[config.mk]
export PLATFORM = sky130hd
export DESIGN_NAME = snsl_front
export DESIGN_NICKNAME = d
export VERILOG_FILES = /design/src/rtl/snsl_pkg.sv /design/src/rtl/snsl_front.sv
export SDC_FILE = /design/constraint.sdc
export NUM_CORES = 1
export LEC_CHECK = 0
export CAP_MARGIN = 0
export CORE_AREA = 4 4 137 191
export DETAILED_ROUTE_END_ITERATION = 6
export DIE_AREA = 0 0 141 195
export DONT_BUFFER_PORTS = 1
export GPL_TIMING_DRIVEN = 0
export PLACE_DENSITY = 0.43
export SLEW_MARGIN = 20
export SYNTH_ARGS = -nofsm -noshare
export SYNTH_HDL_FRONTEND = slang
export SYNTH_SLANG_ARGS = --single-unit
[constraint.sdc]
create_clock -name clk -period 2.8 [get_ports clk]
set_clock_uncertainty 0.05 [all_clocks]
set_input_delay 0.56 -clock clk [delete_from_list [all_inputs] [get_ports clk]]
set_output_delay 0.56 -clock clk [all_outputs]
set_load 0.01 [all_outputs]
[src/rtl/snsl_pkg.sv]
// snsl_pkg: shared types, codes and constants for the sorted set with list parser
// no dependencies
package snsl_pkg;

  localparam int unsigned CAPACITY_DEF = 64;
  localparam logic [63:0] INT64_TOP = 64'h7FFF_FFFF_FFFF_FFFF;

  // request opcodes
  typedef enum logic [2:0] {
    OP_ADD   = 3'd0,
    OP_REM   = 3'd1,
    OP_CONT  = 3'd2,
    OP_PEEK  = 3'd3,
    OP_POP   = 3'd4,
    OP_CLR   = 3'd5,
    OP_PARSE = 3'd6
  } op_t;

  // character classes for the list parser
  typedef enum logic [1:0] {
    CH_NUL   = 2'd0,
    CH_DIGIT = 2'd1,
    CH_SEP   = 2'd2,
    CH_BAD   = 2'd3
  } chcls_t;

  localparam logic [7:0] CHR_ZERO  = 8'h30;
  localparam logic [7:0] CHR_NINE  = 8'h39;
  localparam logic [7:0] CHR_COMMA = 8'h2C;
  localparam logic [7:0] CHR_SPACE = 8'h20;
  localparam logic [7:0] CHR_TAB   = 8'h09;
  localparam logic [7:0] CHR_CR    = 8'h0D;
  localparam logic [7:0] CHR_NUL   = 8'h00;

  // classified request handed from front to back
  typedef struct packed {
    logic [2:0]  opcode;
    logic [63:0] value;
    chcls_t      cls;
    logic [3:0]  digit;
  } cmd_t;

  function automatic chcls_t classify(input logic [7:0] c);
    chcls_t r;
    if (c == CHR_NUL) r = CH_NUL;
    else if (c >= CHR_ZERO && c <= CHR_NINE) r = CH_DIGIT;
    else if (c == CHR_COMMA || c == CHR_SPACE || (c >= CHR_TAB && c <= CHR_CR)) r = CH_SEP;
    else r = CH_BAD;
    return r;
  endfunction

endpackage

[src/rtl/snsl_front.sv]
// snsl_front: accepts requests, classifies the list character, two-entry queue
// depends on snsl_pkg
module snsl_front (
  input  logic                clk,
  input  logic                rst_n,
  input  logic                in_valid,
  output logic                in_ready,
  input  logic [2:0]          in_opcode,
  input  logic signed [63:0]  in_value,
  input  logic [7:0]          in_char_code,
  output logic                q_valid,
  input  logic                q_ready,
  output snsl_pkg::cmd_t      q_cmd
);

  snsl_pkg::cmd_t slot_r [2];
  snsl_pkg::cmd_t new_cmd;
  logic wp_r, wp_nxt, rp_r, rp_nxt;
  logic [1:0] cnt_r, cnt_nxt;
  logic push, pop;

  // classify incoming request
  always_comb begin
    new_cmd.opcode = in_opcode;
    new_cmd.value  = in_value;
    new_cmd.cls    = snsl_pkg::classify(in_char_code);
    new_cmd.digit  = 4'(in_char_code - snsl_pkg::CHR_ZERO);
  end

  assign in_ready = (cnt_r != 2'd2);
  assign push     = in_valid && in_ready;
  assign q_valid  = (cnt_r != 2'd0);
  assign pop      = q_valid && q_ready;
  assign q_cmd    = slot_r[rp_r];

  // queue pointers
  always_comb begin
    wp_nxt  = push ? ~wp_r : wp_r;
    rp_nxt  = pop ? ~rp_r : rp_r;
    cnt_nxt = cnt_r + 2'(push) - 2'(pop);
  end

  always_ff @(posedge clk) begin
    if (!rst_n) begin
      wp_r  <= 1'b0;
      rp_r  <= 1'b0;
      cnt_r <= 2'd0;
    end else begin
      wp_r  <= wp_nxt;
      rp_r  <= rp_nxt;
      cnt_r <= cnt_nxt;
    end
  end

  // queue storage
  always_ff @(posedge clk) begin
    if (push) slot_r[wp_r] <= new_cmd;
  end

endmodule

# [Word level (Yosys, flattened, before mapping)]
# Memory sizes are Yosys's and may differ from the RTL's. A register that Yosys moved wholly into a read port is not among the register bits.
# Cells that the tools add are included.
# W data, S select, Z words.
[classes] add_sub_neg=3 mul=0 div=0 n_lt_le_gt_ge=4 eq_ne=3 shift=0 n_mux=7 bitwise=2 reduce_logical=8
[op_table] cell="$eq A8 B6 Y1 const B" count=2
[op_table] cell="$ge A8 B4 Y1 const B" count=1
[op_table] cell="$ge A8 B6 Y1 const B" count=1
[op_table] cell="$le A8 B4 Y1 const B" count=1
[op_table] cell="$le A8 B6 Y1 const B" count=1
[op_table] cell="$logic_not A8 Y1" count=1
[op_table] cell="$mux W1" count=5
[op_table] cell="$logic_and A1 B1 Y1" count=4
[op_table] cell="$mux W2" count=2
[op_table] cell="$sub A4 B1 Y4 const B" count=1
[op_table] cell="$add A2 B1 Y2" count=1
[op_table] cell="$logic_or A1 B1 Y1" count=2
[op_table] cell="$ne A2 B2 Y1 const B" count=1
[op_table] cell="$not A1 Y1" count=2
[op_table] cell="$reduce_bool A2 Y1" count=1
[op_table] cell="$sub A2 B1 Y2" count=1
[word_totals] reg_bits=4 latchBits=0 ramBits=146 mem_bits_ro=0 inputBits=79 output_inout_bits=75 word_cells=31 n_memories=1
[mem_list] memory="slot_r" depth=2 width=73 rd=1 rd_clocked_by_memory_dff=1 wr=1 line="snsl_front.sv:16" source="snsl_pkg::cmd_t slot_r [2];"

# [Logic depth before layout (Yosys ltp)]
# Gate-level depths: netlist of the first run.
[depth] depth_word=6 depth_mapped=8 depth_no_buf=8

# [Least setup slack after synthesis of the first run]
# OpenSTA, ideal clock, no wires.
[synth_path] kind="flip-flop to flip-flop" startpoint="register cnt_r[0]" endpoint="memory slot_r[1][0] (netlist bit) (enable)" setup_time_ps=439 arrival_time_ps=2357 required_time_ps=2311 slack_ps=-47 path_stages_with_launch=3 n_path_buf=0 synth_period_minus_slack_ps=2847 path_cell_list="dfxtp_1 -> nand2b_1 -> and3_1"
[synth_between] elab_chain_cells=4
[synth_lines] item="from (decl)" line="snsl_front.sv:19" source="logic [1:0] cnt_r, cnt_nxt;"
[synth_lines] item="from (signal assigned)" line="snsl_front.sv:51" source="cnt_r <= cnt_nxt;"
[synth_lines] item="$ne A2 B2 Y1" line="snsl_front.sv:30" source="assign in_ready = (cnt_r != 2'd2);"
[synth_lines] item="named net in_ready" line="snsl_front.sv:7" source="output logic in_ready,"
[synth_lines] item="$logic_and A1 B1 Y1" line="snsl_front.sv:31" source="assign push = in_valid && in_ready;"
[synth_lines] item="$mux W1" line="snsl_front.sv:57" source="if (push) slot_r[wp_r] <= new_cmd;"
[synth_lines] item="$mux W1 (implied by the code)" line="snsl_front.sv:57"
[synth_lines] item="to (decl)" line="snsl_front.sv:16"
# The timed path passes the listed nets, and every way through them passes these cells.

==> results of run 1 <==
## cells in the mapped netlist (2+ instances only)
cell type  number  area [um^2]
ha_1            2         25.0
nand2_1         3         11.3
and2_1          2         12.5
nor2_1          6         22.5
buf_2           8         40.0
mux2_2         73          822
edfxtp_1      146         4380
dfxtp_1         5          100
inv_1           3         11.3
a21oi_1         2         10.0
## how the worst max path moves through the flow
stage / startpoint / to / slack (ns) / cells past startpoint
after floorplan: cnt_r[0]$_SDFF_PN0_ / slot_r[0][0]$_DFFE_PP_ / 0.21 / 3
after global placement: cnt_r[0]$_SDFF_PN0_ / slot_r[0][21]$_DFFE_PP_ / -0.77 / 3
after detailed placement: flip-flop / q_cmd[63] / 0.77 / 3
after CTS: flip-flop / q_cmd[63] / 0.29 / 3
after global routing: flip-flop / q_cmd[63] / 0.26 / 3
final: flip-flop / q_cmd[63] / 0.41 / 3
## area by class of cell
cell class	count	share of cell area (%)
Inverter	3	0.207
Multi-Input combinational cell	105	15.5
Timing Repair Buffer	2	0.603
Clock buffer	19	6.52
Clock inverter	13	3.07
Tap cell	315	5.94
Buffer	8	0.603
Sequential cell	151	67.5
## layer usage
metal  wire, um  part of all wire [%]  vias to the layer above
li1           -                     -                     1090
met4        187                   1.7                        0
met2       5900                    54                       95
met5          0                     0                        -
met3       1040                   9.6                        9
met1       3750                    34                     1198
## power groups by stage
stage / sequential [uW] / clock (uW) / combinational, uW
2_1_floorplan: 2990 / 0 / 1030
3_3_place_gp: 3010 / 0 / 1330
3_5_place_dp: 3000 / 0 / 1370
4_1_cts: 2950 / 2560 / 1370
5_1_grt: 2980 / 2650 / 1430
6_report: 2950 / 2460 / 1300
## flip-flops by register name, indices dropped and copies added, names as in the netlist, named ones only
signal  count
wp_r        1
cnt_r       2
rp_r        1
slot_r    146
## cells by family after synthesis
family	synth area share [%]
flops	80.6
mux	14.8
simple gates	1.96
xor+xnor	0.315
buf+inv	0.922
fa+ha+maj	0.450
compound gates	0.945
## worst max-delay path: stages (launching register included)
cell and delay [ns]:
dfxtp_1 0.30, buf_2 0.29, buf_2 0.34, mux2_2 0.43
## through the flow
stage / total power [uW] / setup WS, ns / utilization (%) / TNS, ns / area [um^2]
5_1_grt: 7060 / 0.263 / 27.1 / 0 / 6640
6_report: 6710 / 0.407 / 27.1 / 0 / 6640
2_1_floorplan: 4020 / 0.213 / - / 0 / 5560
3_5_place_dp: 4360 / 0.770 / 24.5 / 0 / 6000
3_3_place_gp: 4350 / -0.774 / 24.3 / -55.89 / 5960
4_1_cts: 6880 / 0.288 / 27.1 / 0 / 6640
==> impl_metrics.yaml, run 1 <==
run_status:
  status: "completed"
setup_path:
  critPathArrivalTime_ns: 1.78
  required_ns: 2.19
  critical_path_class: "reg -> out"
  reg2regPathDepth: 4
  critPathLaunchType: "flip-flop"
  cp_max_fo: 10
  end_kind: "output pin"
  rr_endpoint: "slot_r[0][15]$_DFFE_PP_"
  reg2reg_from: "cnt_r[0]$_SDFF_PN0_"
  reg2reg_setup_slack_ns: 0.84
sta:
  holdWs_ns: 0.184
  rsz0062_at_grt: "no"
  min_period_ns: 2.39
  setup_viol: 0
  finalMaxSlewViolations: 0
  finalCritPeriodShare_pct: 85.5
  worst_pin_slew_ns: 0.573
  final_hold_viol_count: 0
  fmax_mhz: 418
  slew_headroom_pct: 61.8
logic_synthesis:
  syn_inst: 267
  postSynthAreaPerCell_um2: 20.8
  yosysWarnings: 0
  async_flop_share_pct: 0
  synth_ff_type: "edfxtp_1"
  synth_edf_count: 146
  ys_seq_area_share_pct: 80.6
  syn-cell-area_um2: 5560
  yosysUniqueCellTypes: 27
  ys_ff_latch: 151
  syn-num-nets: 348
floorplanning:
  die_w_um: 141
  core_area_um2: 24500
  start_util_pct: 22.7
  io_pins: 154
  rows: 68
  dieArea_um2: 27500
  die_h_um: 195
clock_tree:
  cts_num_sinks: 151
  h-tree-depth: 4
  clkTransAtPathRegs_ns: 0.07
  clock_latency_ns: 0.42
  cts_buffers: 17
  hold_buffers: 0
  cts_tree: "done"
  post_cts_resized: 0
  clockBufferDepth: 2
  post-cts-setup-buffer-count: 0
  cts_root_buffer: "clkbuf_16"
job:
  cap_violations: 0
finish:
  multi_input_area_um2: 1030
  drive_above_1_share_pct: 39.2
  nNetsFinal: 369
  synthToLayoutAreaGrowth_pct: 19.4
  regArea_um2: 4480
  nFillCells: 2493
  instances_no_fill: 616
  antennaDiodeCount: 0
  final_common_cell: "edfxtp_1"
  final_cell_mix: "146 x edfxtp_1, 73 x mux2_2, 17 x clkbuf_16, 8 x buf_2, 6 x nor2_1"
grt:
  antenna_found_initial: 0
  grtUsageTotal_pct: 8.03
  use_met3_pct: 4.88
  grt-ovfl-total: 0
  busiest_layer: "met2"
  grt_pass1_vias: 2679
  met2_usage_pct: 13.9
  grt_pass1_wl_um: 16100
  grtUsageMet1_pct: 7.57
  grt_max_degree: 39
power_and_ir_drop:
  clockPowerShare_pct: 36.6
  power.leakage_uw: 0.00212
  swShare_pct: 26.2
  combPwrFrac_pct: 19.4
  sequentialPowerShare_pct: 43.9
  pwr_density_cell_nw_per_um2: 1010
  switchingPower_uw: 1760
  vdd_drop_max_mv: 0.677
  internal-power_uw: 4950
detailed_routing:
  ant_nets: 0
  drt_wl_total_um: 10900
  num_vias: 2392
  drtIter0Drc: 78
  drtPass1Iterations: 4
  wl_per_cell_um: 17.7
  vias_per_cell: 3.88
  drc_errors: 0
placed_design:
  port_buffers: 0
  dp_cells: 584
  dp_hpwl_um: 7470
  globalplace.congestion: 0.665
min_path:
  hold_end: "slot_r[0][9]$_DFFE_PP_"
  worst_hold_path_type: "in -> reg"
  hold_path_startpoint: "in_value[3]"
  hold_path_depth: 0
Power figures use the tool's default switching activity.
==> run 2: changes to the inputs <==
Settings changed: ABC_AREA set to 1, CORE_AREA 4 4 137 191 to 4 4 141 198, DIE_AREA 0 0 141 195 to 0 0 145 202.
==> impl_metrics.yaml, run 2 <==
grt:
  grt-ovfl-total: 0
  antenna_found_initial: 0
  grt_pass1_vias: 2771
  grtUsageTotal_pct: 8.41
  grt_max_degree: 26
  grt_pass1_wl_um: 17800
sta:
  finalMaxSlewViolations: 0
  setup_tns_ns: 0
  rsz0062_at_grt: "no"
  worst_pin_slew_ns: 0.523
  fmax_mhz: 472
  slew_headroom_pct: 65.1
  fin_ws_ns: 0.682
  setup_viol: 0
  final_hold_viol_count: 0
  finalCritPeriodShare_pct: 75.7
  min_period_ns: 2.12
setup_path:
  critPathArrivalTime_ns: 1.51
  end_kind: "output pin"
  required_ns: 2.19
  critPathLaunchType: "flip-flop"
  critical_path_class: "reg -> out"
  cp_max_fo: 10
clock_tree:
  cts_buffers: 17
  clock_latency_ns: 0.41
  cts_root_buffer: "clkbuf_16"
  clockBufferDepth: 2
  cts_num_sinks: 151
  post-cts-setup-buffer-count: 0
  post_cts_resized: 0
  clkTransAtPathRegs_ns: 0.06
  hold_buffers: 0
  cts_tree: "done"
  h-tree-depth: 4
floorplanning:
  start_util_pct: 22.9
  rows: 70
  io_pins: 154
  die_w_um: 145
  dieArea_um2: 29300
  core_area_um2: 26000
  die_h_um: 202
placed_design:
  place_ws_ns: 0.742
  dp_hpwl_um: 8390
  placed_area_um2: 6500
  port_buffers: 0
  globalplace.congestion: 0.677
logic_synthesis:
  yosysUniqueCellTypes: 16
  synth_common_cells: "146 x edfxtp_1, 70 x mux2_4, 18 x nand2_1"
  yosysTopAreaCellShare_pct: 73.7
  syn-num-nets: 364
  synth_top_area_cell: "edfxtp_1"
  synth_edf_count: 146
  yosys-top-cells-area: "edfxtp_1 74%, mux2_4 18%, buf_12 2.4%"
  syn-cell-area_um2: 5950
  yosysWarnings: 0
  async_flop_share_pct: 0
  ys_seq_area_share_pct: 75.4
  synth.most_common_cell: "edfxtp_1"
  synth_ff_type: "edfxtp_1"
  ys_ff_latch: 151
  postSynthAreaPerCell_um2: 21.0
  syn_inst: 283
detailed_routing:
  drt_wl_total_um: 11800
  vias_per_cell: 3.85
  num_vias: 2484
  drtPass1Iterations: 4
  wl_per_cell_um: 18.4
  ant_nets: 0
  drtIter0Drc: 72
  drc_errors: 0
finish:
  final_area_um2: 7100
  top_register: "slot_r"
  largest_register_ffs: 146
  antennaDiodeCount: 0
  final_cell_mix: "146 x edfxtp_1, 70 x mux2_4, 18 x nand2_1, 17 x clkbuf_16"
  final_common_cell: "edfxtp_1"
  largestRegisters: "slot_r x146, cnt_r x2"
  drive_above_1_share_pct: 36.4
  nNetsFinal: 389
  synthToLayoutAreaGrowth_pct: 19.3
power_and_ir_drop:
  vdd_drop_max_mv: 0.416
  design_power_total_uw: 6860
  power.leakage_uw: 0.00247
  pwr_density_cell_nw_per_um2: 966
min_path:
  worst_hold_path_type: "in -> reg"
job:
  cap_violations: 0
run_status:
  status: "completed"
==> run 2: layer usage <==
metal / vias to the layer above / GRT usage [%] / wire (um)
met1: 1248 / 7.70 / 3950
met2: 93 / 15.0 / 6610
met4: 0 / 4.86 / 264
li1: 1132 / - / -
met5: - / 0 / 0
met3: 11 / 4.24 / 1010
==> run 2: report_power, final <==
part / internal, uW / total (uW) / switching (uW)
Clock: 1400 / 2330 / 926
Combinational: 756 / 1590 / 831
Sequential: 2870 / 2940 / 74.1
==> run 2: worst max-delay path: stages, from the launching register on <==
cell,delay [ns]
dfxtp_1,0.32
buf_6,0.23
buf_12,0.19
mux2_4,0.34
==> run 2: area by class of cell <==
class	count	area (um^2)
plain buffers	8	151
fillers	2577	18900
well taps	324	405
multi-input cells	113	1290
clock inverters	12	154
clock buffers	20	437
inverters	11	41.3
flip-flops and latches	151	4480
repair buffers	6	135
==> run 2: cells by family (layout without fill, tap and decap cells) <==
logic type	after synthesis	after routing	synth area share (%)
xor+xnor	1	1	0.147
compound gates	7	7	0.589
fa+ha+maj	2	2	0.421
buf+inv	19	57	3.24
flops	151	151	75.4
simple gates	30	30	2.00
mux	73	73	18.2
==> run 2: path summary, 6_finish.rpt <==
check	startpoint	endpoint	slack, ns	cells after the start
worst min-delay path	in_value[7]	slot_r[0][13]$_DFFE_PP_	0.18	0
worst min register to register	rp_r$_SDFFE_PN0P_	rp_r$_SDFFE_PN0P_	0.42	2
worst max register to register	cnt_r[0]$_SDFF_PN0_	slot_r[1][18]$_DFFE_PP_	0.80	6
worst max-delay path	flip-flop	q_cmd[1]	0.68	3
==> run 2: metrics by stage <==
step | utilization (%) | instances | hold slack, ns
after floorplan | - | 283 | 0.397
after global placement | 24.4 | 607 | 0.412
after detailed placement | 25.0 | 613 | 0.417
after CTS | 27.3 | 645 | 0.141
after global routing | 27.3 | 645 | 0.138
final | 27.3 | 645 | 0.179
==> run 3: changes to the inputs <==
Clock period 2.8 ns to 1.85 ns, I/O delays scaled along.
==> impl_metrics.yaml, run 3 (synthesis gave the netlist of run 2 again) <==
sta:
  final_hold_viol_count: 0
  slew_headroom_pct: 66.7
  setup_viol: 31
  setup_tns_ns: -0.140
  fin_ws_ns: -0.0186
  min_period_ns: 1.87
  rsz0062_at_grt: "yes"
  worst_pin_slew_ns: 0.498
  finalMaxSlewViolations: 0
  fmax_mhz: 535
  finalCritPeriodShare_pct: 101
setup_path:
  critPathArrivalTime_ns: 1.45
  critPathMaxStageDelay_ns: 0.34
  critPathLaunchType: "flip-flop"
  cp.buffers_inverters: 2
  end_kind: "output pin"
  cp.depth: 3
  slowest_stage: "dfxtp_2"
  reg2reg_from: "cnt_r[0]$_SDFF_PN0_"
  reg2reg_setup_slack_ns: 0.11
  cp_max_fo: 10
  crit_end: "q_cmd[9]"
  required_ns: 1.43
  rr_endpoint: "slot_r[1][54]$_DFFE_PP_"
  cpMostUsedCell: "buf_12"
  reg2regPathDepth: 6
  critical-path-top-delay-family: "flip-flops"
  path_cells: "buf_12 > buf_12 > mux2_4"
  critical_path_class: "reg -> out"
power_and_ir_drop:
  combPwrFrac_pct: 25.3
  power.leakage_uw: 0.00279
  vdd_drop_max_mv: 0.677
  sequentialPowerShare_pct: 43.2
  switchingPower_uw: 2830
  design_power_total_uw: 10300
  clockPowerShare_pct: 31.5
  internal-power_uw: 7520
  swShare_pct: 27.3
  pwr_density_cell_nw_per_um2: 1320
run_status:
  status: "complete, but fails checks"
  failed_checks: "setup timing"
detailed_routing:
  drt_wl_total_um: 11700
  num_vias: 2741
  drtPass1Iterations: 6
  vias_per_cell: 3.82
  drtIter0Drc: 106
  drc_errors: 0
  wl_per_cell_um: 16.2
  ant_nets: 0
placed_design:
  port_buffers: 0
  placed_area_um2: 6540
  globalplace.congestion: 0.658
  place_ws_ns: 0.0508
  dp_hpwl_um: 8000
floorplanning:
  dieArea_um2: 29300
  die_w_um: 145
  core_area_um2: 26000
  die_h_um: 202
  rows: 70
  io_pins: 154
  start_util_pct: 22.9
grt:
  grt-ovfl-total: 0
  antenna_found_initial: 0
  grtUsageTotal_pct: 8.16
  grt_max_degree: 26
  grt_pass1_wl_um: 17800
  grt_pass1_vias: 3062
clock_tree:
  cts_tree: "done"
  clockBufferDepth: 2
  cts_buffers: 17
  clock_latency_ns: 0.42
  clkTransAtPathRegs_ns: 0.06
  cts_num_sinks: 151
  h-tree-depth: 4
  cts_root_buffer: "clkbuf_16"
finish:
  largestRegisters: "slot_r x146, cnt_r x2"
  nFillCells: 2536
  largest_register_ffs: 146
  nNetsFinal: 462
  final_area_um2: 7850
  final_common_cell: "edfxtp_1"
  synthToLayoutAreaGrowth_pct: 32.0
  drive_above_1_share_pct: 32.2
  final_cell_mix: "146 x edfxtp_1, 72 x mux2_4, 72 x dlygate4sd3_1, 17 x clkbuf_16, 15 x nand2_1"
  top_register: "slot_r"
  antennaDiodeCount: 0
min_path:
  worst_hold_path_type: "in -> reg"
job:
  cap_violations: 0
==> run 3: timing repair <==
| item | in CTS | in global routing |
|---|---|---|
| gates resized for setup | 5 | 1 |
| buffers inserted | 1 | 0 |
| hold buffers | 72 | 0 |
| endpoints found under the hold margin | 145 | 0 |
| pin swaps | 0 | 1 |
| endpoints found under the setup margin | 73 | 91 |
==> run 3: through the flow <==
step / hold slack [ns] / utilization, % / instances
after floorplan: 0.397 / - / 283
after global placement: 0.411 / 24.6 / 607
after detailed placement: 0.417 / 25.1 / 613
after CTS: 0.0326 / 30.2 / 718
after global routing: 0.0620 / 30.2 / 718
final: 0.0701 / 30.2 / 718
==> run 3: worst min-delay path by stage <==
stage                      startpoint           endpoint  slack, ns  cells past startpoint
floorplan           rp_r$_SDFFE_PN0P_          flip-flop       0.40                      2
global placement    rp_r$_SDFFE_PN0P_  rp_r$_SDFFE_PN0P_       0.41                      2
detailed placement  rp_r$_SDFFE_PN0P_  rp_r$_SDFFE_PN0P_       0.42                      2
CTS                             rst_n          flip-flop       0.03                      2
global route                    rst_n          flip-flop       0.06                      2
finish                          rst_n          flip-flop       0.07                      2
==> run 3: worst reg2reg max path, cell delays in order, from the launching register on <==
cell and delay [ns]:
dfxtp_2 0.33, inv_2 0.05, nand2_4 0.09, nand2_4 0.09
nor2_4 0.39, buf_16 0.23, buf_16 0.19
==> run 3: routing by layer <==
layer / vias to the layer above / part of all wire, % / global-route usage [%] / wire, um
li1: 1282 / - / - / -
met1: 1355 / 39 / 8.28 / 4490
met2: 95 / 54 / 14.4 / 6290
met3: 9 / 5.7 / 3.25 / 662
met4: 0 / 1.9 / 4.28 / 221
met5: - / 0 / 0 / 0
==> run 3: power groups by stage <==
| stage | Combinational (uW) | Clock [uW] | Sequential, uW |
|---|---|---|---|
| 3_3_place_gp | 2320 | 0 | 4550 |
| 6_report | 2610 | 3260 | 4470 |
| 3_5_place_dp | 2510 | 0 | 4540 |
| 4_1_cts | 2710 | 3440 | 4470 |
| 2_1_floorplan | 1910 | 0 | 4520 |
| 5_1_grt | 2810 | 3550 | 4510 |
==> run 3: area by class of cell <==
type                    count  area [um^2]  share of cell area [%]
repair buffers             79          891                    11.3
multi-input cells         113         1310                    16.7
plain buffers               8          160                    2.04
flip-flops and latches    151         4490                    57.1
clock buffers              18          429                    5.47
well taps                 324          405                    5.16
inverters                  11         41.3                   0.526
clock inverters            14          126                    1.61
